File: config.mk
export PLATFORM = sky130hd
export DESIGN_NAME = trwu_word_track
export DESIGN_NICKNAME = d
export VERILOG_FILES = /design/src/design/trwu_pkg.sv /design/src/design/trwu_word_track.sv
export SDC_FILE = /design/constraint.sdc
export NUM_CORES = 1
export LEC_CHECK = 0
export BUFFER_PORTS_ARGS = -buffer_cell sky130_fd_sc_hd__buf_4
export CORE_AREA = 4 4 56 58
export CTS_BUF_LIST = sky130_fd_sc_hd__clkbuf_8
export CTS_CLUSTER_SIZE = 20
export DETAILED_ROUTE_END_ITERATION = 10
export DIE_AREA = 0 0 60 62
export PLACE_DENSITY = 0.85
export SLEW_MARGIN = 20
export SYNTH_ARGS = -nofsm -noshare
export SYNTH_HDL_FRONTEND = slang
export SYNTH_SLANG_ARGS = --single-unit
File: constraint.sdc
create_clock -name clk -period 3.7 [get_ports clk]
set_input_delay 0.74 -clock clk [delete_from_list [all_inputs] [get_ports clk]]
set_output_delay 0.74 -clock clk [all_outputs]
set_load 0.1 [all_outputs]
File: src/design/trwu_pkg.sv
package trwu_pkg;

    localparam int TIME_BINS_DEF = 128;
    localparam int SUM_WORDS     = 112;
    localparam int FLAG_GROUPS   = 10;
    localparam int FLAG_X        = 7;
    localparam int FLAG_Z_MAX    = 12;
    localparam int SUM_Z         = 14;
    localparam int LAST_POS      = 127;
    localparam int FLAG_POS_LO   = 2;
    localparam int FLAG_POS_HI   = 11;
    localparam int SUM_POS_LO    = 16;
    localparam int SUM_BUNCH_LEN = 16 + SUM_WORDS;

    typedef enum logic [1:0] {
        OP_WORD  = 2'd0,
        OP_CLEAR = 2'd1,
        OP_READ  = 2'd2,
        OP_NOP   = 2'd3
    } op_t;

    typedef enum logic {
        SW_IDLE,
        SW_RUN
    } sweep_state_t;

    // write beat into either store; bin/group/sum_slot are mapped to addresses in the store
    typedef struct packed {
        logic       flag_we;
        logic       sum_we;
        logic [6:0] bin;
        logic [3:0] group;
        logic [6:0] sum_slot;
        logic [9:0] data;
    } wr_req_t;

    typedef struct packed {
        logic       flag_en;
        logic       sum_en;
        logic [6:0] bin;
        logic [3:0] group;
        logic [6:0] sum_slot;
    } rd_req_t;

    // idx / 10 for idx below 128, by reciprocal multiply
    function automatic logic [3:0] flag_group(input logic [6:0] idx);
        logic [14:0] prod;
        prod = 15'(idx) * 15'(205);
        return prod[14:11];
    endfunction

    function automatic logic [3:0] flag_bit_sel(input logic [6:0] idx);
        logic [6:0] base;
        base = 7'(flag_group(idx)) * 7'(FLAG_GROUPS);
        return 4'(idx - base);
    endfunction

endpackage

File: src/design/trwu_word_track.sv
module trwu_word_track (
    input  logic              clk,
    input  logic              rst_n,
    input  logic              beat,
    input  logic [9:0]        raw_word,
    input  logic              first_word,
    input  logic [6:0]        time_bin,
    input  logic [9:0]        bunch_length,
    input  logic              bin_ok,
    output trwu_pkg::wr_req_t wr
);

    logic [6:0] pos_reg, pos_next;
    logic [6:0] hbin_reg, hbin_next;
    logic       sums_reg, sums_next;
    logic       idle_reg, idle_next;
    logic       hbin_valid_reg, hbin_valid_next;

    logic [6:0] pos_e;
    logic [6:0] bin_e;
    logic       sums_e;
    logic       idle_e;
    logic       hbin_ok;

    // first word overrides the held bunch state for its own beat
    assign pos_e  = first_word ? 7'd0 : pos_reg;
    assign bin_e  = first_word ? time_bin : hbin_reg;
    assign sums_e = first_word ? (bunch_length == 10'(trwu_pkg::SUM_BUNCH_LEN)) : sums_reg;
    assign idle_e = first_word ? 1'b0 : idle_reg;
    // bin_ok checks the incoming bin; the held one was checked when it was latched
    assign hbin_ok = first_word ? bin_ok : hbin_valid_reg;

    always_comb
    begin
        pos_next        = pos_reg;
        hbin_next       = hbin_reg;
        sums_next       = sums_reg;
        idle_next       = idle_reg;
        hbin_valid_next = hbin_valid_reg;
        if (beat)
        begin
            hbin_next       = bin_e;
            sums_next       = sums_e;
            hbin_valid_next = hbin_ok;
            idle_next       = idle_e;
            pos_next        = pos_e;
            if (!idle_e)
            begin
                if (pos_e == 7'(trwu_pkg::LAST_POS))
                    idle_next = 1'b1;
                else
                    pos_next = pos_e + 7'd1;
            end
        end
    end

    always_comb
    begin
        wr.bin      = bin_e;
        wr.data     = raw_word;
        // word p carries flag indices 10*(11-p) .. 10*(11-p)+9
        wr.group    = 4'(7'(trwu_pkg::FLAG_POS_HI) - pos_e);
        // sum slot = 111 - (p - 16)
        wr.sum_slot = 7'(trwu_pkg::LAST_POS) - pos_e;
        wr.flag_we  = beat && !idle_e && hbin_ok
                      && pos_e >= 7'(trwu_pkg::FLAG_POS_LO)
                      && pos_e <= 7'(trwu_pkg::FLAG_POS_HI);
        wr.sum_we   = beat && !idle_e && hbin_ok && sums_e
                      && pos_e >= 7'(trwu_pkg::SUM_POS_LO);
    end

    always_ff @(posedge clk or negedge rst_n)
    begin
        if (!rst_n)
        begin
            pos_reg        <= 7'd0;
            hbin_reg       <= 7'd0;
            sums_reg       <= 1'b0;
            idle_reg       <= 1'b1;
            hbin_valid_reg <= 1'b0;
        end
        else
        begin
            pos_reg        <= pos_next;
            hbin_reg       <= hbin_next;
            sums_reg       <= sums_next;
            idle_reg       <= idle_next;
            hbin_valid_reg <= hbin_valid_next;
        end
    end

endmodule

Yosys cells after proc, flatten, opt, wreduce, memory -nomap -nowiden --
Index checks and enable logic that the tools add are counted.
Storage, ports and cells: word-level logic and storage cells 29, input bits 32, output and inout bits 30, flip-flop bits (word level) 17
Operators by class: reduce and logical (&&, ||, !) cells 7, equal/unequal tests 2, $add $sub $neg 3, order comparisons 3, muxes and demuxes 9
Operator list (count):
- 7-bit 2-to-1 mux | 4
- 10-bit by 8-bit equality test with 1-bit output, second input constant | 1
- 7-bit by 1-bit adder with 7-bit output, second input constant | 1
- 7-bit equality test, second input constant | 1
- 7-bit by 2-bit greater-or-equal comparator with 1-bit output, second input constant | 1
- 7-bit by 5-bit greater-or-equal comparator with 1-bit output, second input constant | 1
- 7-bit by 4-bit <= comparator with 1-bit output, second input constant | 1
- 7-bit subtractor, first input constant | 1
- 1-bit logical AND | 6
- 1-bit 2-to-1 mux | 5
- 4-bit subtractor, first input constant | 1
- 1-bit zero test | 1

Logic depth before layout (Yosys ltp) --
Gate-level depths: netlist of run 1.
depth after elaboration 6, gate-level depth with buffers 6, mapped depth without buffers 5

Least setup slack after synthesis of run 1 --
Ideal clock, no wire load.
path kind input-to-output, start point input first_word, end point output wr[28] (netlist name), required time 2.960 ns, slack -0.319 ns, cell stages on the path 5, arrival 3.279 ns, cells stage by stage buf_6 > inv_4 > nor4_1 > nand3_1 > a2111oi_2
RTL lines:
- from (decl) | RTL line trwu_word_track.sv:6 | input logic first_word,
- to (decl) | RTL line trwu_word_track.sv:10 | output trwu_pkg::wr_req_t wr

==> results of run 1 <==
-- power groups by stage --
stage / Sequential (µW) / Clock [µW] / Combinational (µW)
floorplan: 220 / 0 / 283
global placement: 227 / 0 / 278
detailed placement: 229 / 0 / 281
CTS: 226 / 140 / 281
global route: 230 / 142 / 294
finish: 226 / 134 / 279
-- metrics by stage --
step	worst slack (ps)	total power, µW	std cells
final	674	639	167
after detailed placement	675	510	163
after floorplan	403	503	107
after global routing	515	666	167
after global placement	745	505	163
after CTS	672	647	167
-- layer usage --
metal | part of all wire, % | GRT usage, % | routed length [µm] | vias up
li1 | - | - | - | 414
met2 | 45 | 23.1 | 1070 | 52
met3 | 16 | 4.75 | 372 | 4
met4 | 0.89 | 4.75 | 21 | 0
met5 | 0 | 0 | 0 | -
met1 | 38 | 16.3 | 904 | 404
-- worst max-delay path, cell delays in order --
cell,delay [ps]
buf_4,250
inv_4,100
nor4_1,290
nand3_1,180
a2111oi_4,380
buf_4,340
-- cells in the final DEF, fill, tap and decap left out --
cell        n
clkbuf_8    3
a2111oi_4   1
nand3_1     3
nor2_1      2
inv_4       1
a211oi_4    1
nor3_2      1
xor2_1      3
and4b_4     1
nor4_1      3
mux2_2     15
o21ai_0     2
buf_4      41
and4b_1     1
mux2i_1     2
nor3_1      2
a21oi_1     6
dfrtp_1    16
inv_1       5
nor2b_2     1
o2bb2ai_1   1
dfstp_2     1
nand2_1    19
nor3b_1     1
a31o_2      1
a22o_1      2
nor2b_1     1
-- cells by family (layout without fill, tap and decap cells) --
kind of cell	Yosys count	after routing	share of synthesized area [%]
mux	17	17	17.8
flops	17	17	40.1
compound gates	14	14	10.4
simple gates	35	35	16.1
buf+inv	21	50	13.2
xor+xnor	3	3	2.47
-- area by class of cell --
class	count	share of cell area, %
clock buffers	3	3.04
inverters	5	1.57
well taps	31	2.86
multi-input cells	69	38.1
flip-flops and latches	17	31.5
repair buffers	41	22.7
clock inverters	1	0.277
-- how the worst min path moves through the flow --
stage	start	endpoint	slack, ps
2_1_floorplan	rst_n	hbin_reg[0]$_DFFE_PN0P_	440
3_3_place_gp	hbin_reg[5]$_DFFE_PN0P_	hbin_reg[5]$_DFFE_PN0P_	480
3_5_place_dp	hbin_reg[2]$_DFFE_PN0P_	hbin_reg[2]$_DFFE_PN0P_	500
4_1_cts	rst_n	hbin_reg[0]$_DFFE_PN0P_	340
5_1_grt	rst_n	hbin_reg[0]$_DFFE_PN0P_	350
6_report	rst_n	hbin_reg[0]$_DFFE_PN0P_	340
==> results.yml, run 1 <==
pwr:
  power.internal_uw: 357
  vdd_drop_max_mv: 0.370
  cellPowerDensity_nw_per_um2: 471
  switching_share_pct: 44.1
  switchingPower_uw: 282
  p_clk_share_pct: 21.0
  p_leak_uw: 0.000605
  p_seq_share_pct: 35.3
  power_frac_comb_pct: 43.7
cts:
  path_clk_slew_ps: 70
  h-tree-depth: 1
  cts_buffers: 3
  tritoncts: "built"
  cts_setup_buffers: 0
  clock-sinks: 17
  cts_resized: 0
  clk_latency_ps: 250
  clockBufferDepth: 2
  cts_hold_buf: 0
  root_buffer: "clkbuf_8"
drt:
  wire_per_inst_um: 14.2
  vias_per_cell: 5.23
  antenna_left: 0
  drc: 0
  first_iter_violations: 20
  drtPass1Iterations: 4
  wirelength_um: 2370
  vias: 874
synth:
  synth_edf_count: 0
  yosysWarnings: 0
  async_reset_ff_share_pct: 100
  ys_seq_area_share_pct: 40.1
  synthCells: 107
  post_synth_instance_area_um2: 1060
  yosys-top-cells-area: "dfrtp_1 (38%), mux2_2 (16%), buf_4 (9.2%)"
  ys.flop_type: "dfrtp_1"
  syn_avg_cell_area_um2: 9.94
  synthesis.nets: 139
  ys_seq_elements: 17
  synth_area_leader_cell: "dfrtp_1"
  yosys-top-cells-count: "nand2_1 (19), dfrtp_1 (16), mux2_2 (15)"
  synthDistinctLibCells: 26
  yosysTopAreaCellShare_pct: 37.6
  synth.most_common_cell: "nand2_1"
worst_setup_path:
  reg2reg_depth: 4
  critPathLaunchType: "input pin"
  worstPathArrival_ps: 2290
  r2r_setup_slack_ps: 2170
  crit_fanout: 20
  critPathKind: "input pin to output pin"
  crit_end: "wr[28]"
  crit_start: "first_word"
  endpoint_kind: "output pin"
  r2r_start: "pos_reg[3]$_DFFE_PN0P_"
  r2r-end: "pos_reg[3]$_DFFE_PN0P_"
  cp.required_ps: 2960
placement:
  io_buffers: 41
  dp_hpwl_um: 1910
  dpl_cell_area_um2: 1310
  place_congestion: 0.903
sta:
  period_needed_ps: 3030
  maxSlewHeadroom_pct: 64.9
  fmax_mhz: 331
  timing.final.crit_share_pct: 81.8
  finalSetupTns_ps: 0
  worst_pin_slew_ps: 525
  hold_slack_ps: 336
  rsz0062_at_grt: "false"
  maxSlewViolCount: 0
  finalSetupViolCount: 0
  finClkSkew_ps: 4.67
  hold_viol: 0
status:
  outcome: "finished clean"
global_route:
  overflow: 0
  grt_pass1_wl_um: 3930
  grt_pass1_vias: 919
  antenna_found_initial: 0
  grt_use_total_pct: 13.7
  grt_start_max_net_pins: 21
layout:
  utilization_pct: 50.9
  seq_area_um2: 427
  fill_cells: 256
  multiInputGateArea_um2: 517
  nets: 169
  syn2layout_area_growth_pct: 27.5
  antenna_cells: 0
  design_area_um2: 1360
  drive_gt1_share_pct: 49.3
worst_hold_path:
  min_path_type: "input pin to asynchronous set/reset pin"
die:
  io_pins: 62
  die_x_um: 60
  die_y_um: 62
  coreArea_um2: 2660
  initial_core_util_pct: 39.9
  dieArea_um2: 3720
  num_rows: 19
job:
  drv_cap: 0
No activity file was read; power rests on OpenSTA's default activity.
==> run 2, diff against run 1 <==
ABC_AREA = 1   (was default)
CORE_AREA = 4 4 57 59   (was 4 4 56 58)
DIE_AREA = 0 0 61 63   (was 0 0 60 62)
PLACE_DENSITY = 0.87   (was 0.85)
clock period = 2.6 ns   (was 3.7 ns; I/O delays follow)
==> run 2 against run 1 <==
  * Final cell count is 29% higher
  * Clock-buffer cell count unchanged
  * Highest routed layer unchanged
  * Critical path depth is the same
  * Combinational power grew 25%
  * Critical endpoint is now wr[29]
  * Critical path type unchanged
  * First-iteration DRC count rose to 2.7 times the previous value
==> results.yml, run 2 <==
placement:
  dp_hpwl_um: 1960
  io_buffers: 41
  place_congestion: 0.930
status:
  outcome: "finished clean"
cts:
  clk_latency_ps: 260
  tritoncts: "built"
  clockBufferDepth: 2
  h-tree-depth: 1
  path_clk_slew_ps: 70
  cts_hold_buf: 0
  cts_resized: 0
  root_buffer: "clkbuf_8"
  clock-sinks: 17
  cts_setup_buffers: 0
  cts_buffers: 3
synth:
  async_reset_ff_share_pct: 100
  synthCells: 156
  synthMuxAreaShare_pct: 0.915
  synth_top_family_by_area: "simple AND/OR/NAND/NOR gates"
  synth_edf_count: 0
  synthesis.nets: 188
  yosysTopAreaCellShare_pct: 36.6
  synth-xor-area-share_pct: 0.801
  synth_fa_ha_area_share_pct: 0
  syn_avg_cell_area_um2: 7.01
  synth.most_common_cell: "nand2_1"
  ys_seq_elements: 17
  synth_area_leader_cell: "dfrtp_1"
  synth_compound_area_share_pct: 11.1
  synthDistinctLibCells: 24
  ys_seq_area_share_pct: 39.0
  ys.flop_type: "dfrtp_1"
  post_synth_instance_area_um2: 1090
  yosysWarnings: 0
  yosys-top-cells-area: "dfrtp_1 (37%), nand2_1 (16%), o21ai_0 (8.2%)"
  synth-simple-area-share_pct: 30.8
  yosys-top-cells-count: "nand2_1 (47), o21ai_0 (18), inv_1 (17)"
drt:
  vias: 1067
  first_iter_violations: 54
  antenna_left: 0
  vias_per_cell: 4.94
  drtPass1Iterations: 4
  wirelength_um: 2580
  drc: 0
  wire_per_inst_um: 12.0
worst_setup_path:
  worst_path_largest_cell_delay_ps: 280
  crit_family: "buffers and inverters"
  endpoint_kind: "output pin"
  slowest_stage: "buf_4"
  cpMostUsedCell: "buf_4"
  critPathKind: "input pin to output pin"
  crit_fanout: 28
  path_cells: "buf_4 -> inv_4 -> nand2_1 -> nand3_1 -> and3_2 -> buf_4"
  cp.required_ps: 2080
  worstPathArrival_ps: 1630
  critPathLaunchType: "input pin"
  crit_buf_inv: 3
die:
  die_x_um: 61
  die_y_um: 63
  num_rows: 19
  io_pins: 62
  dieArea_um2: 3840
  coreArea_um2: 2710
  initial_core_util_pct: 40.4
sta:
  finClkSkew_ps: 1.39
  hold_viol: 0
  finalSetupTns_ps: 0
  maxSlewViolCount: 0
  finalSetupViolCount: 0
  period_needed_ps: 2150
  timing.final.crit_share_pct: 82.7
  fmax_mhz: 465
  rsz0062_at_grt: "false"
  worst_pin_slew_ps: 512
  maxSlewHeadroom_pct: 65.8
job:
  drv_cap: 0
global_route:
  grt_pass1_wl_um: 4080
  overflow: 0
  grt_start_max_net_pins: 29
  antenna_found_initial: 0
  grt_pass1_vias: 975
  grt_use_total_pct: 14.0
layout:
  fill_cells: 281
  utilization_pct: 51.2
  syn2layout_area_growth_pct: 26.8
  antenna_cells: 0
  final_cell_mix: "nand2_1 (47), buf_4 (41), inv_1 (17)"
  drive_gt1_share_pct: 30.3
  multiInputGateArea_um2: 493
  layout_commonest_cell: "nand2_1"
  seq_area_um2: 427
  nets: 218
pwr:
  cellPowerDensity_nw_per_um2: 623
  p_leak_uw: 0.000720
  vdd_drop_max_mv: 0.374
worst_hold_path:
  min_path_type: "input pin to asynchronous set/reset pin"
## run 2: cell types whose count changed in the layout (fill, tap and decap cells not counted), moves of 2 or more
cell     previous run  this run
a21oi_1             6         3
a22o_1              2         0
inv_1               5        17
mux2_2             15         0
nand2_1            19        47
nand3_1             3         8
nand4_1             0         4
nor2_1              2        13
nor4_1              3         0
o21ai_0             2        15
o21ai_2             0         3
xor2_1              3         1
## run 2: final timing paths
path | start | endpoint | slack [ps] | cells after the start
worst min register to register | hbin_valid_reg$_DFFE_PN0P_ | hbin_valid_reg$_DFFE_PN0P_ | 490 | 2
worst min-delay path | rst_n | hbin_reg[4]$_DFFE_PN0P_ | 110 | 1
min in group clk | hbin_valid_reg$_DFFE_PN0P_ | hbin_valid_reg$_DFFE_PN0P_ | 490 | 2
max in group asynchronous | rst_n | idle_reg$_DFFE_PN1P_ | 2230 | 1
worst max-delay path | first_word | wr[29] | 450 | 6
worst max register to register | pos_reg[2]$_DFFE_PN0P_ | pos_reg[3]$_DFFE_PN0P_ | 1370 | 7
## run 2: cell families (layout without fill, tap and decap cells)
logic type | after synthesis | count (layout)
and+or+nand+nor | 78 | 78
buffers and inverters | 35 | 64
AOI/OAI and AO/OA | 24 | 24
DFF | 17 | 17
xor gates and xnor gates | 1 | 1
muxes | 1 | 1
## run 2: report_power, final
| group | switching, µW | internal, µW |
|---|---|---|
| Combinational | 269 | 81.4 |
| Clock | 96.5 | 107 |
| Sequential | 19.9 | 290 |
| Total | 385 | 478 |
## run 2: routing by layer
metal / up-vias / wire [µm] / GRT usage (%)
li1: 540 / - / -
met1: 469 / 1110 / 18.1
met2: 48 / 1160 / 21.4
met3: 10 / 244 / 3.72
met4: 0 / 60 / 6.23
met5: - / 0 / 0
## run 2: layout make-up
class | instances | area share (%)
clock inverters | 1 | 0.361
flip-flops and latches | 17 | 30.8
repair buffers | 41 | 22.2
inverters | 19 | 5.32
clock buffers | 3 | 2.98
well taps | 31 | 2.80
multi-input cells | 104 | 35.6
## run 2: through the flow
stage	instance area (µm²)	worst slack [ps]	total power, µW	hold WS, ps	instances
3_3_place_gp	1340	464	664	394	212
6_report	1390	451	863	114	216
3_5_place_dp	1340	463	667	399	212
4_1_cts	1390	456	873	121	216
5_1_grt	1390	369	905	125	216
2_1_floorplan	1110	-723	658	224	156
## run 2: worst reg2reg max path: cells and delay by family (launching register included)
family	cells	cell delay [ps]
DFF	1	410
and+or+nand+nor	7	720
