<file path="config.mk">
export PLATFORM = sky130hd
export DESIGN_NAME = trwu_sweep
export DESIGN_NICKNAME = d
export VERILOG_FILES = /design/src/design/trwu_pkg.sv /design/src/design/trwu_sweep.sv
export SDC_FILE = /design/constraint.sdc
export NUM_CORES = 1
export LEC_CHECK = 0
export ABC_CLOCK_PERIOD_IN_PS = 2400
export BUFFER_PORTS_ARGS = -buffer_cell sky130_fd_sc_hd__buf_2
export CAP_MARGIN = 0
export CORE_UTILIZATION = 39
export CTS_BUF_LIST = sky130_fd_sc_hd__clkbuf_8
export CTS_CLUSTER_SIZE = 24
export DETAILED_ROUTE_END_ITERATION = 16
export PLACE_DENSITY = 0.77
export SLEW_MARGIN = 20
export SYNTH_ARGS = -nofsm -noshare
export SYNTH_HDL_FRONTEND = slang
export SYNTH_SLANG_ARGS = --single-unit
export TNS_END_PERCENT = 10
</file>
<file path="constraint.sdc">
create_clock -name clk -period 2.4 [get_ports clk]
set_input_delay 0.24 -clock clk [delete_from_list [all_inputs] [get_ports clk]]
set_output_delay 0.24 -clock clk [all_outputs]
set_load 0.1 [all_outputs]
</file>
<file path="src/design/trwu_pkg.sv">
package trwu_pkg;

    localparam int TIME_BINS_DEF = 128;
    localparam int SUM_WORDS     = 112;
    localparam int FLAG_GROUPS   = 10;
    localparam int FLAG_X        = 7;
    localparam int FLAG_Z_MAX    = 12;
    localparam int SUM_Z         = 14;
    localparam int LAST_POS      = 127;
    localparam int FLAG_POS_LO   = 2;
    localparam int FLAG_POS_HI   = 11;
    localparam int SUM_POS_LO    = 16;
    localparam int SUM_BUNCH_LEN = 16 + SUM_WORDS;

    typedef enum logic [1:0] {
        OP_WORD  = 2'd0,
        OP_CLEAR = 2'd1,
        OP_READ  = 2'd2,
        OP_NOP   = 2'd3
    } op_t;

    typedef enum logic {
        SW_IDLE,
        SW_RUN
    } sweep_state_t;

    // write beat into either store; bin/group/sum_slot are mapped to addresses in the store
    typedef struct packed {
        logic       flag_we;
        logic       sum_we;
        logic [6:0] bin;
        logic [3:0] group;
        logic [6:0] sum_slot;
        logic [9:0] data;
    } wr_req_t;

    typedef struct packed {
        logic       flag_en;
        logic       sum_en;
        logic [6:0] bin;
        logic [3:0] group;
        logic [6:0] sum_slot;
    } rd_req_t;

    // idx / 10 for idx below 128, by reciprocal multiply
    function automatic logic [3:0] flag_group(input logic [6:0] idx);
        logic [14:0] prod;
        prod = 15'(idx) * 15'(205);
        return prod[14:11];
    endfunction

    function automatic logic [3:0] flag_bit_sel(input logic [6:0] idx);
        logic [6:0] base;
        base = 7'(flag_group(idx)) * 7'(FLAG_GROUPS);
        return 4'(idx - base);
    endfunction

endpackage

</file>
<file path="src/design/trwu_sweep.sv">
module trwu_sweep #(
    parameter int TIME_BINS = trwu_pkg::TIME_BINS_DEF
) (
    input  logic                 clk,
    input  logic                 rst_n,
    input  logic                 start,
    input  logic [TIME_BINS-1:0] active_bins,
    output logic                 busy,
    output logic                 done,
    output trwu_pkg::wr_req_t    wr
);

    localparam int BinW = (TIME_BINS > 1) ? $clog2(TIME_BINS) : 1;

    trwu_pkg::sweep_state_t state_reg, state_next;
    logic [BinW-1:0] bin_reg, bin_next;
    logic [6:0]      cell_reg, cell_next;
    logic            all_reg, all_next;

    logic hit;
    logic bin_done;
    logic last_step;

    // after reset every bin is cleared, after a clear only the active ones
    assign hit       = all_reg || active_bins[bin_reg];
    assign bin_done  = !hit || (cell_reg == 7'(trwu_pkg::SUM_WORDS - 1));
    assign last_step = bin_done && (bin_reg == BinW'(TIME_BINS - 1));

    always_comb
    begin
        state_next = state_reg;
        unique case (state_reg)
            trwu_pkg::SW_IDLE: if (start) state_next = trwu_pkg::SW_RUN;
            trwu_pkg::SW_RUN:  if (last_step) state_next = trwu_pkg::SW_IDLE;
            default:           state_next = trwu_pkg::SW_IDLE;
        endcase
    end

    always_comb
    begin
        bin_next  = bin_reg;
        cell_next = cell_reg;
        all_next  = all_reg;
        if (start)
        begin
            bin_next  = '0;
            cell_next = 7'd0;
            all_next  = 1'b0;
        end
        else if (state_reg == trwu_pkg::SW_RUN)
        begin
            if (last_step)
            begin
                bin_next  = '0;
                cell_next = 7'd0;
                all_next  = 1'b0;
            end
            else if (bin_done)
            begin
                bin_next  = bin_reg + BinW'(1);
                cell_next = 7'd0;
            end
            else
                cell_next = cell_reg + 7'd1;
        end
    end

    always_comb
    begin
        busy        = (state_reg == trwu_pkg::SW_RUN);
        done        = busy && last_step;
        wr.bin      = 7'(bin_reg);
        wr.group    = cell_reg[3:0];
        wr.sum_slot = cell_reg;
        wr.data     = 10'd0;
        wr.sum_we   = busy && hit;
        wr.flag_we  = busy && hit && (cell_reg < 7'(trwu_pkg::FLAG_GROUPS));
    end

    always_ff @(posedge clk or negedge rst_n)
    begin
        if (!rst_n)
        begin
            state_reg <= trwu_pkg::SW_RUN;
            bin_reg   <= '0;
            cell_reg  <= 7'd0;
            all_reg   <= 1'b1;
        end
        else
        begin
            state_reg <= state_next;
            bin_reg   <= bin_next;
            cell_reg  <= cell_next;
            all_reg   <= all_next;
        end
    end

endmodule

</file>
=== After elaboration in Yosys (flattened, before gate mapping) ===
Cells that the tools add are included.

* Output and inout port bits: 32
* Input port bits: 131
* Word-level logic and storage cells: 39
* Bits in registers: 16

* Reductions and logical operators: 12
* $lt $le $gt $ge: 2
* Equality and inequality tests: 2
* Multiplexer cells: 16
* Bitwise operators: 1
* Add/subtract/negate cells: 2

{| class="wikitable"
|+ Operators with widths
! operator !! count
|-
| $mux W7 || 8
|-
| $add A7 B1 Y7 const B || 2
|-
| $eq A7 B7 Y1 const B || 2
|-
| $lt A7 B8 Y1 const B || 1
|-
| $bmux W1 S7 || 1
|-
| $lt A7 B4 Y1 const B || 1
|-
| $mux W1 || 6
|-
| $logic_and A1 B1 Y1 || 4
|-
| $reduce_and A2 Y1 || 2
|-
| $reduce_bool A2 Y1 || 2
|-
| $reduce_bool A3 Y1 || 1
|-
| $logic_or A1 B1 Y1 || 2
|-
| $pmux W1 S2 || 1
|-
| $logic_not A1 Y1 || 1
|-
| $not A1 Y1 || 1
|}

=== Logic depth before layout (Yosys ltp) ===
Gate-level depths: netlist of run 1.

* Depth after elaboration: 9
* Gate-level depth with buffers: 11
* Mapped depth without buffers: 7

=== Worst setup path before layout of run 1 ===
OpenSTA, ideal clock, no wires.

* Path kind: reg2out
* Start: reg bin_reg[0]
* End: out wr[29] (netlist name)
* Path buffers: 4
* Setup slack: -2.544 ns
* Data required time: 2.160 ns
* Cell stages (with the launch flop): 12
* Arrival: 4.704 ns
* Path through: dfrtp_1 -> buf_6 -> buf_12 -> buf_6 -> buf_8 -> mux2i_1 -> a22oi_1 -> nand3_1 -> a311o_1 -> o211a_4 -> nor2_1 -> and3_1

{| class="wikitable"
|+ RTL lines
! what !! line !! source
|-
| start: declaration || trwu_sweep.sv:16 || <nowiki>logic [BinW-1:0] bin_reg, bin_next;</nowiki>
|-
| start signal: assignment || trwu_sweep.sv:92 || <nowiki>bin_reg <= bin_next;</nowiki>
|-
| end: declaration || trwu_sweep.sv:10 || <nowiki>output trwu_pkg::wr_req_t wr</nowiki>
|}

==> results of run 1 <==
==> final timing paths <==
| kind | from | end | cells past startpoint |
|---|---|---|---|
| min in group asynchronous | rst_n | cell_reg[3] | 2 |
| min reg2reg | all_reg | all_reg | 2 |
| max in group asynchronous | rst_n | all_reg | 2 |
| min | start | cell_reg[2] | 2 |
| max | bin_reg[0] | wr[29] | 12 |
| max reg2reg | bin_reg[0] | cell_reg[0] | 12 |
==> routing by layer <==
layer / wire length, um / part of all wire [%] / vias to the layer above / global-route usage (%)
met4: 102 / 1.3 / 0 / 6.61
met3: 543 / 7.1 / 12 / 4.77
met5: 0 / 0 / - / 0
met2: 3890 / 51 / 135 / 42.4
li1: - / - / 1218 / -
met1: 3140 / 41 / 1235 / 30.6
==> power by group <==
group / leakage, uW / internal (uW) / total, uW / switching [uW]
combinational: 0.00142 / 926 / 1980 / 1050
sequential: 0.000206 / 300 / 354 / 53.6
clock: 0.0000288 / 145 / 237 / 91.9
total: 0.00165 / 1370 / 2570 / 1200
==> stage by stage <==
| step | util [%] | total power, uW | setup TNS (ps) | cell area, um2 | cells |
|---|---|---|---|---|---|
| floorplan | - | 1750 | -7210 | 2470 | 238 |
| global placement | 55.9 | 2130 | -4580 | 3310 | 462 |
| detailed placement | 55.9 | 2150 | -5960 | 3310 | 462 |
| CTS | 58.8 | 2560 | -5200 | 3480 | 473 |
| global route | 59.4 | 2700 | -7700 | 3520 | 475 |
| finish | 59.4 | 2570 | -5970 | 3520 | 475 |
==> worst max-delay path, cell delays in order, from the launching register on <==
cell and delay (ps):
dfrtp_4 510, buf_12 140, buf_12 130, buf_6 110
buf_4 120, mux2i_1 130, a21oi_1 210, a311oi_2 150
a31o_4 250, o211a_4 280, nor2_4 100, and3_4 200
buf_12 170
==> final cells by class <==
cell class	instances	share of cell area [%]
multi-input cells	188	51.7
repair buffers	190	32.1
flip-flops and latches	16	11.8
well taps	75	2.67
clock buffers	4	1.56
inverters	2	0.213
==> cells in the mapped netlist (7+ instances only) <==
| master | n |
|---|---|
| nor2b_1 | 9 |
| a21oi_1 | 9 |
| dfrtp_1 | 14 |
| nand2_1 | 11 |
| nand3_1 | 14 |
| nor2_1 | 16 |
| buf_4 | 15 |
| mux4_1 | 17 |
| mux4_2 | 8 |
| mux2i_1 | 16 |
| nor3_1 | 7 |
| a22oi_1 | 9 |
==> logic make-up (layout without fill, tap and decap cells) <==
logic type | after synthesis | count (layout) | synth area share [%]
compound gates | 41 | 41 | 14.9
xor+xnor | 4 | 4 | 1.46
fa+ha+maj | 2 | 2 | 1.04
buf+inv | 34 | 196 | 11.7
flops | 16 | 16 | 16.8
mux | 46 | 46 | 35.2
other cells | 1 | 10 | 0.156
simple gates | 85 | 85 | 18.7
==> timing repair <==
action,in CTS,in global routing
setup buffers,7,2
endpoints found under the hold margin,14,0
pin swaps,16,6
endpoints found under the setup margin,19,19
hold buffers,1,0
gates resized for setup,15,4
cloned,0,0
==> reports/summary.log, run 1 <==
INFO  yosys          yosys-top-cells-area=mux4_1 (19%), dfrtp_1 (15%), mux4_2 (7.5%)
INFO  grt            largest_net_degree_at_the_start_of_global_routing=28
INFO  cells_and_area area_growth_syn_to_layout=46.4%
INFO  grt            grt_pass1_wl=12,300um
INFO  cts            cts-root-buf=clkbuf_8
INFO  grt            grt_antenna_before_repair=0
INFO  cts            cts_buffers=3
INFO  timing         worst_setup_slack_final=-595ps
INFO  yosys          synth.distinct_cells=58
INFO  grt            groute.usage.overall=24.4%
INFO  cts            htree_levels=1
INFO  timing         finalMaxSlewViolations=0
INFO  power_and_ir_drop power.density=730nW/um2
INFO  worst_setup_path highest_net_fanout_along_the_worst_path=6
INFO  placed_design  port_buffers=152
INFO  drt            totalWireLength=7680um
INFO  cts            clkLatencyLatePin=240ps
INFO  cts            cts_tree=done
INFO  yosys          synth-warning-count=0
INFO  worst_setup_path worstSetupEndpointType=output pin
INFO  timing         finalSetupViolations=19
INFO  die            io_pins=163
INFO  yosys          avgSynthCellArea=10.5um2
INFO  yosys          synth_top_cell_by_area=mux4_1
INFO  drt            drt-pass1-iter-count=4
INFO  yosys          synthFlopType=dfrtp_1
INFO  yosys          synthCells=229
INFO  run_status     violations_in_the_final_reports=negative setup slack
INFO  worst_setup_path worst_ep_required_time=2160ps
INFO  yosys          summed_instance_area_of_the_synthesized_netlist=2400um2
INFO  cells_and_area nNetsFinal=534
INFO  power_and_ir_drop total_leakage_power=0.00165uW
INFO  cells_and_area multiInputGateArea=1820um2
INFO  placed_design  gp_congestion=0.840
INFO  cells_and_area filler_instances=491
INFO  die            floorplan.die.width=80.5um
INFO  die            floorplan.rows=28
INFO  cts            clk_pin_slew_worst_paths=60ps
INFO  timing         total_count_of_hold_check_failures_in_the_final_report=0
INFO  timing         final_period_minus_worst_setup_slack=3000ps
INFO  cells_and_area antenna-diode-count=0
INFO  die            fp.dieArea=6480um2
INFO  yosys          synthArstFlopShare=100%
INFO  worst_setup_path timing.critical_path.arrival=2760ps
INFO  run_status     run_status=finished with violations
INFO  drt            drt-vias-per-instance=5.47
INFO  drt            via_count=2,600
INFO  cts            cts_max_path_buffers=2
INFO  drt            wl_per_cell=16.2um
INFO  yosys          yosys.area.top_type_share=18.6%
INFO  timing         max_freq=0.334GHz
INFO  worst_setup_path worst-r2r-setup-slack=-400ps
INFO  die            initial_core_utilization=40.6%
INFO  timing         post-route-period-util=125%
INFO  worst_setup_path setup.worst_path.class=reg2out
INFO  yosys          number_of_enable_flip_flop_cells_after_synthesis=0
INFO  cells_and_area final_cell_mix=buf_2 (149), buf_4 (32), mux2i_1 (16)
INFO  placed_design  pre_cts_setup_slack=-392ps
INFO  die            core_area=5920um2
INFO  die            floorplan.die.height=80.5um
INFO  cells_and_area leading_cell_type_in_the_layout_fill_and_taps_excluded=buf_2
INFO  grt            grt_pass1_vias=2,581
INFO  cts            cts_num_sinks=16
INFO  cells_and_area regArea=414um2
INFO  grt            grt-ovfl-total=0
INFO  drt            postRouteAntennaNets=0
INFO  worst_setup_path cp-start-kind=flip-flop
INFO  yosys          synth.ff_latch_count=16
INFO  timing         whs=424ps
INFO  worst_hold_path holdCritPathClass=in2reg
INFO  drt            post-route-drc-count=0
INFO  timing         final.setup_skew=1.12ps
INFO  timing         rsz0062_at_grt=true
INFO  cells_and_area share_of_post_route_cells_with_drive_strength_above_1=60.5%
INFO  placed_design  dp_hpwl=6010um
INFO  power_and_ir_drop vdd.ir_drop.worst=0.000438V
INFO  drt            drt_iter0_drc=196
INFO  flow_run       cap_viol_max_count=0
INFO  yosys          yosysSeqAreaShare=16.8%
No activity file was read; power rests on OpenSTA's default activity.
==> inputs of run 2 (changes only) <==
--- a/config.mk
+++ b/config.mk
@@ -8,9 +8,10 @@
 export ABC_CLOCK_PERIOD_IN_PS = 2400
 export BUFFER_PORTS_ARGS = -buffer_cell sky130_fd_sc_hd__buf_2
 export CAP_MARGIN = 0
+export CORE_ASPECT_RATIO = 1.4
 export CORE_UTILIZATION = 39
 export CTS_BUF_LIST = sky130_fd_sc_hd__clkbuf_8
-export CTS_CLUSTER_SIZE = 24
+export CTS_CLUSTER_SIZE = 40
 export DETAILED_ROUTE_END_ITERATION = 16
 export PLACE_DENSITY = 0.77
 export SLEW_MARGIN = 20
==> reports/summary.log, run 2 (same netlist as run 1, synthesis figures left out) <==
INFO  run_status     run_status=finished with violations
INFO  run_status     violations_in_the_final_reports=negative setup slack
INFO  power_and_ir_drop vdd.ir_drop.worst=0.000732V
INFO  die            floorplan.die.width=68.4um
INFO  timing         totalNegativeSetupSlack=-6220ps
INFO  cells_and_area multiInputGateArea=1780um2
INFO  worst_setup_path worst_r2r_path_depth=9
INFO  timing         total_count_of_hold_check_failures_in_the_final_report=0
INFO  die            floorplan.die.height=94.9um
INFO  cts            cts_tree=done
INFO  grt            largest_net_degree_at_the_start_of_global_routing=28
INFO  drt            via_count=2,581
INFO  placed_design  port_buffers=152
INFO  drt            drt-pass1-iter-count=4
INFO  drt            drt_iter0_drc=110
INFO  worst_setup_path cp-start-kind=flip-flop
INFO  cts            cts_buffers=3
INFO  worst_setup_path worst_ep_required_time=2160ps
INFO  power_and_ir_drop total_leakage_power=0.00164uW
INFO  drt            totalWireLength=8050um
INFO  timing         max_freq=0.335GHz
INFO  cells_and_area final_cell_mix=buf_2 (149), buf_4 (22), mux2i_1 (16)
INFO  cells_and_area area_growth_syn_to_layout=44.5%
INFO  worst_hold_path holdCritPathClass=in2reg
INFO  timing         finalSetupViolations=19
INFO  cts            htree_levels=1
INFO  power_and_ir_drop power.density=747nW/um2
INFO  drt            post-route-drc-count=0
INFO  cells_and_area leading_cell_type_in_the_layout_fill_and_taps_excluded=buf_2
INFO  cells_and_area post-route-cell-area=3470um2
INFO  grt            grt-ovfl-total=0
INFO  worst_hold_path hp-start=start
INFO  timing         post-route-period-util=125%
INFO  worst_setup_path worst-r2r-setup-slack=-350ps
INFO  timing         worst_setup_slack_final=-588ps
INFO  drt            drt-vias-per-instance=5.55
INFO  placed_design  numPlacedInstances=455
INFO  worst_setup_path r2r_start=bin_reg[0]
INFO  placed_design  dp_hpwl=6400um
INFO  die            fp.dieArea=6490um2
INFO  cts            clkLatencyLatePin=250ps
INFO  placed_design  placed_cell_areas=3330um2
INFO  grt            grt_antenna_before_repair=0
INFO  cells_and_area regArea=414um2
INFO  die            core_area=5900um2
INFO  cells_and_area nNetsFinal=529
INFO  grt            grt_pass1_vias=2,579
INFO  flow_run       cap_viol_max_count=0
INFO  cts            cts_num_sinks=16
INFO  cts            cts_max_path_buffers=2
INFO  die            initial_core_utilization=40.7%
INFO  cells_and_area final_cell_utilization_of_the_core=58.8%
INFO  cells_and_area filler_instances=515
INFO  worst_hold_path hold_depth=2
INFO  worst_setup_path timing.critical_path.arrival=2750ps
INFO  grt            groute.usage.overall=23.8%
INFO  drt            wl_per_cell=17.3um
INFO  power_and_ir_drop report.power.total=2590uW
INFO  cts            clk_pin_slew_worst_paths=60ps
INFO  timing         final_period_minus_worst_setup_slack=2990ps
INFO  worst_setup_path highest_net_fanout_along_the_worst_path=5
INFO  cells_and_area share_of_post_route_cells_with_drive_strength_above_1=58.0%
INFO  placed_design  gp_congestion=0.860
INFO  timing         rsz0062_at_grt=true
INFO  drt            postRouteAntennaNets=0
INFO  worst_setup_path worstReg2RegEnd=bin_reg[6]
INFO  cts            cts-root-buf=clkbuf_8
INFO  grt            grt_pass1_wl=11,600um
INFO  cells_and_area stdcell_count=465
INFO  cells_and_area antenna-diode-count=0
INFO  die            io_pins=163
INFO  timing         final.setup_skew=3.64ps
INFO  die            floorplan.rows=33
INFO  worst_hold_path hold_path_end=cell_reg[2]
INFO  worst_setup_path worstSetupEndpointType=output pin
INFO  timing         finalMaxSlewViolations=0
INFO  worst_setup_path setup.worst_path.class=reg2out
run 2: worst max path at each step:
stage	startpoint	endpoint	slack, ps	depth (start not counted)
after floorplan	bin_reg[0]	wr[29]	-940	11
after global placement	bin_reg[0]	done	-280	9
after detailed placement	bin_reg[0]	bin_reg[6]	-330	9
after CTS	bin_reg[0]	wr[29]	-570	9
after global routing	bin_reg[0]	wr[29]	-660	11
final	bin_reg[0]	wr[29]	-590	9
run 2: what timing repair did:
item	in CTS	in global routing
setup endpoints to repair	19	19
setup buffers	0	4
hold buffers	1	0
endpoints found under the hold margin	14	0
gates resized for setup	4	10
gates cloned	0	1
pin swaps	0	14
run 2: final cells by class:
type	count	share of cell area, %
inverter	2	0.216
tap	70	2.52
timing repair buffer	185	32.9
clock inverter	1	0.108
clock buffer	3	1.19
sequential	16	11.9
multi-input combinational	188	51.1
run 2: stage by stage:
step / hold slack (ps) / setup WS, ps
global route: 461 / -662
finish: 408 / -588
global placement: 174 / -283
floorplan: -55.6 / -939
CTS: 402 / -565
detailed placement: 178 / -328
run 2: power by group:
group | switching, uW | internal, uW
Sequential | 39.8 | 300
Clock | 90.5 | 113
Combinational | 1080 | 974
Total | 1210 | 1390
run 2: worst max-delay path: stages, from the launching register on:
cell      delay [ps]
dfrtp_4          420
buf_4            150
buf_4            150
mux4_1           550
mux2_2           320
a221oi_4         280
o211a_4          240
nor2_4            40
and3_4           190
buf_12           160
run 2: layer usage:
layer	vias to the layer above	routed length (um)	global-route usage, %
met4	0	178	8.85
met2	135	4350	45.9
met1	1217	2950	24.4
met5	-	0	0
li1	1208	-	-
met3	21	565	3.86
==> inputs of run 3 (changes only) <==
--- a/config.mk
+++ b/config.mk
@@ -10,7 +10,6 @@
 export CAP_MARGIN = 0
 export CORE_ASPECT_RATIO = 1.4
 export CORE_UTILIZATION = 39
-export CTS_BUF_LIST = sky130_fd_sc_hd__clkbuf_8
 export CTS_CLUSTER_SIZE = 40
 export DETAILED_ROUTE_END_ITERATION = 16
 export PLACE_DENSITY = 0.77
==> reports/summary.log, run 3 (same netlist as run 1, synthesis figures left out) <==
INFO  drt            wl_per_cell=17.3um
INFO  timing         total_count_of_hold_check_failures_in_the_final_report=0
INFO  timing         finalSetupViolations=19
INFO  drt            via_count=2,585
INFO  drt            postRouteAntennaNets=0
INFO  run_status     violations_in_the_final_reports=negative setup slack
INFO  cells_and_area nNetsFinal=529
INFO  cts            cts_num_sinks=16
INFO  worst_setup_path cp_slowest_cell=mux4_1
INFO  placed_design  pre_cts_setup_slack=-328ps
INFO  drt            drt-vias-per-instance=5.56
INFO  timing         finalMaxSlewViolations=0
INFO  cells_and_area final_cell_utilization_of_the_core=58.8%
INFO  grt            largest_net_degree_at_the_start_of_global_routing=28
INFO  worst_setup_path slowest_cell_delay_on_critical_path=550ps
INFO  worst_hold_path holdCritPathClass=in2reg
INFO  worst_setup_path worst_ep_required_time=2160ps
INFO  cells_and_area final_cell_mix=buf_2 (149), buf_4 (22), mux2i_1 (16)
INFO  timing         post-route-period-util=125%
INFO  worst_setup_path setup.worst_path.class=reg2out
INFO  cts            cts-root-buf=clkbuf_8
INFO  grt            groute.usage.overall=23.8%
INFO  worst_setup_path highest_net_fanout_along_the_worst_path=5
INFO  worst_setup_path timing.critical_path.cells=buf_4, buf_4, mux4_1, mux2_2, a221oi_4, o211a_4, nor2_4, and3_4, buf_12
INFO  timing         final.setup_skew=3.58ps
INFO  placed_design  dp_hpwl=6400um
INFO  die            floorplan.rows=33
INFO  drt            drt-pass1-iter-count=4
INFO  cells_and_area area_growth_syn_to_layout=44.5%
INFO  power_and_ir_drop power.density=749nW/um2
INFO  die            core_area=5900um2
INFO  drt            drt_iter0_drc=111
INFO  cts            cts_max_path_buffers=2
INFO  grt            grt_pass1_vias=2,579
INFO  cells_and_area filler_instances=515
INFO  power_and_ir_drop report.power.total=2600uW
INFO  cts            cts_tree=done
INFO  placed_design  port_buffers=152
INFO  placed_design  gp_congestion=0.860
INFO  cells_and_area share_of_post_route_cells_with_drive_strength_above_1=58.0%
INFO  cells_and_area leading_cell_type_in_the_layout_fill_and_taps_excluded=buf_2
INFO  cts            clk_pin_slew_worst_paths=60ps
INFO  cts            htree_levels=1
INFO  die            floorplan.die.height=94.9um
INFO  placed_design  placed_cell_areas=3330um2
INFO  timing         max_freq=0.335GHz
INFO  worst_setup_path critPathMostFrequentCell=buf_4
INFO  cells_and_area post-route-cell-area=3470um2
INFO  cts            cts_buffers=3
INFO  grt            grt_antenna_before_repair=0
INFO  worst_setup_path worstSetupEndpointType=output pin
INFO  grt            grt-ovfl-total=0
INFO  run_status     run_status=finished with violations
INFO  die            fp.dieArea=6490um2
INFO  worst_setup_path cp-start-kind=flip-flop
INFO  timing         rsz0062_at_grt=true
INFO  worst_setup_path timing.critical_path.arrival=2750ps
INFO  die            floorplan.die.width=68.4um
INFO  cts            clkLatencyLatePin=250ps
INFO  timing         final_period_minus_worst_setup_slack=2990ps
INFO  drt            post-route-drc-count=0
INFO  flow_run       cap_viol_max_count=0
INFO  grt            grt_pass1_wl=11,600um
INFO  cells_and_area antenna-diode-count=0
INFO  timing         worst_setup_slack_final=-589ps
INFO  die            io_pins=163
INFO  power_and_ir_drop total_leakage_power=0.00163uW
INFO  drt            totalWireLength=8060um
INFO  power_and_ir_drop vdd.ir_drop.worst=0.000732V
INFO  die            initial_core_utilization=40.7%
==> run 3: path summary, 6_finish.rpt <==
path / slack [ps] / to / start / depth (start not counted)
max: -590 / wr[29] / bin_reg[0] / 9
min: 410 / cell_reg[2] / start / 2
max reg2reg: -360 / bin_reg[6] / bin_reg[0] / 9
min reg2reg: 510 / all_reg / all_reg / 2
max in group asynchronous: 1640 / all_reg / rst_n / 2
min in group asynchronous: 440 / cell_reg[2] / rst_n / 2
==> run 3: stage by stage <==
step                      TNS, ps  hold slack, ps  instances
after global placement      -4140             174        455
after floorplan             -7210           -55.6        238
after detailed placement    -4710             178        455
final                       -6310             407        465
after CTS                   -5550             403        460
after global routing        -7870             461        465
==> run 3: area by class of cell <==
| cell class | instances | area [um2] | area share, % |
|---|---|---|---|
| timing repair buffer | 185 | 1140 | 32.9 |
| inverter | 2 | 7.51 | 0.216 |
| multi-input combinational | 188 | 1780 | 51.1 |
| sequential | 16 | 414 | 11.9 |
| tap | 70 | 87.6 | 2.52 |
| clock buffer | 4 | 45.0 | 1.30 |
==> run 3: per-layer routing <==
| layer | routed length (um) | vias to the layer above | track usage (%) |
|---|---|---|---|
| met3 | 576 | 21 | 3.86 |
| li1 | - | 1207 | - |
| met5 | 0 | - | 0 |
| met2 | 4350 | 138 | 45.9 |
| met4 | 178 | 0 | 8.85 |
| met1 | 2950 | 1219 | 24.4 |
==> run 3: where the power goes <==
part | total [uW] | leakage [uW] | internal [uW] | switching [uW]
Sequential | 340 | 0.000206 | 300 | 39.8
Combinational | 2050 | 0.00140 | 974 | 1080
Clock | 208 | 0.0000228 | 118 | 90.4
Total | 2600 | 0.00163 | 1390 | 1210
==> run 3: what timing repair did <==
item / CTS / global route
pin swaps: 0 / 14
hold endpoints to repair: 14 / 0
gates cloned: 0 / 1
setup buffers: 0 / 4
resized for setup: 4 / 10
hold buffers: 1 / 0
endpoints found under the setup margin: 19 / 19
==> run 3: worst max-delay path: cells and delay by family, from the launching register on <==
family	cells	cell delay, ps
simple gates	2	230
compound gates	2	520
buf+inv	3	460
flops	1	420
mux	2	870
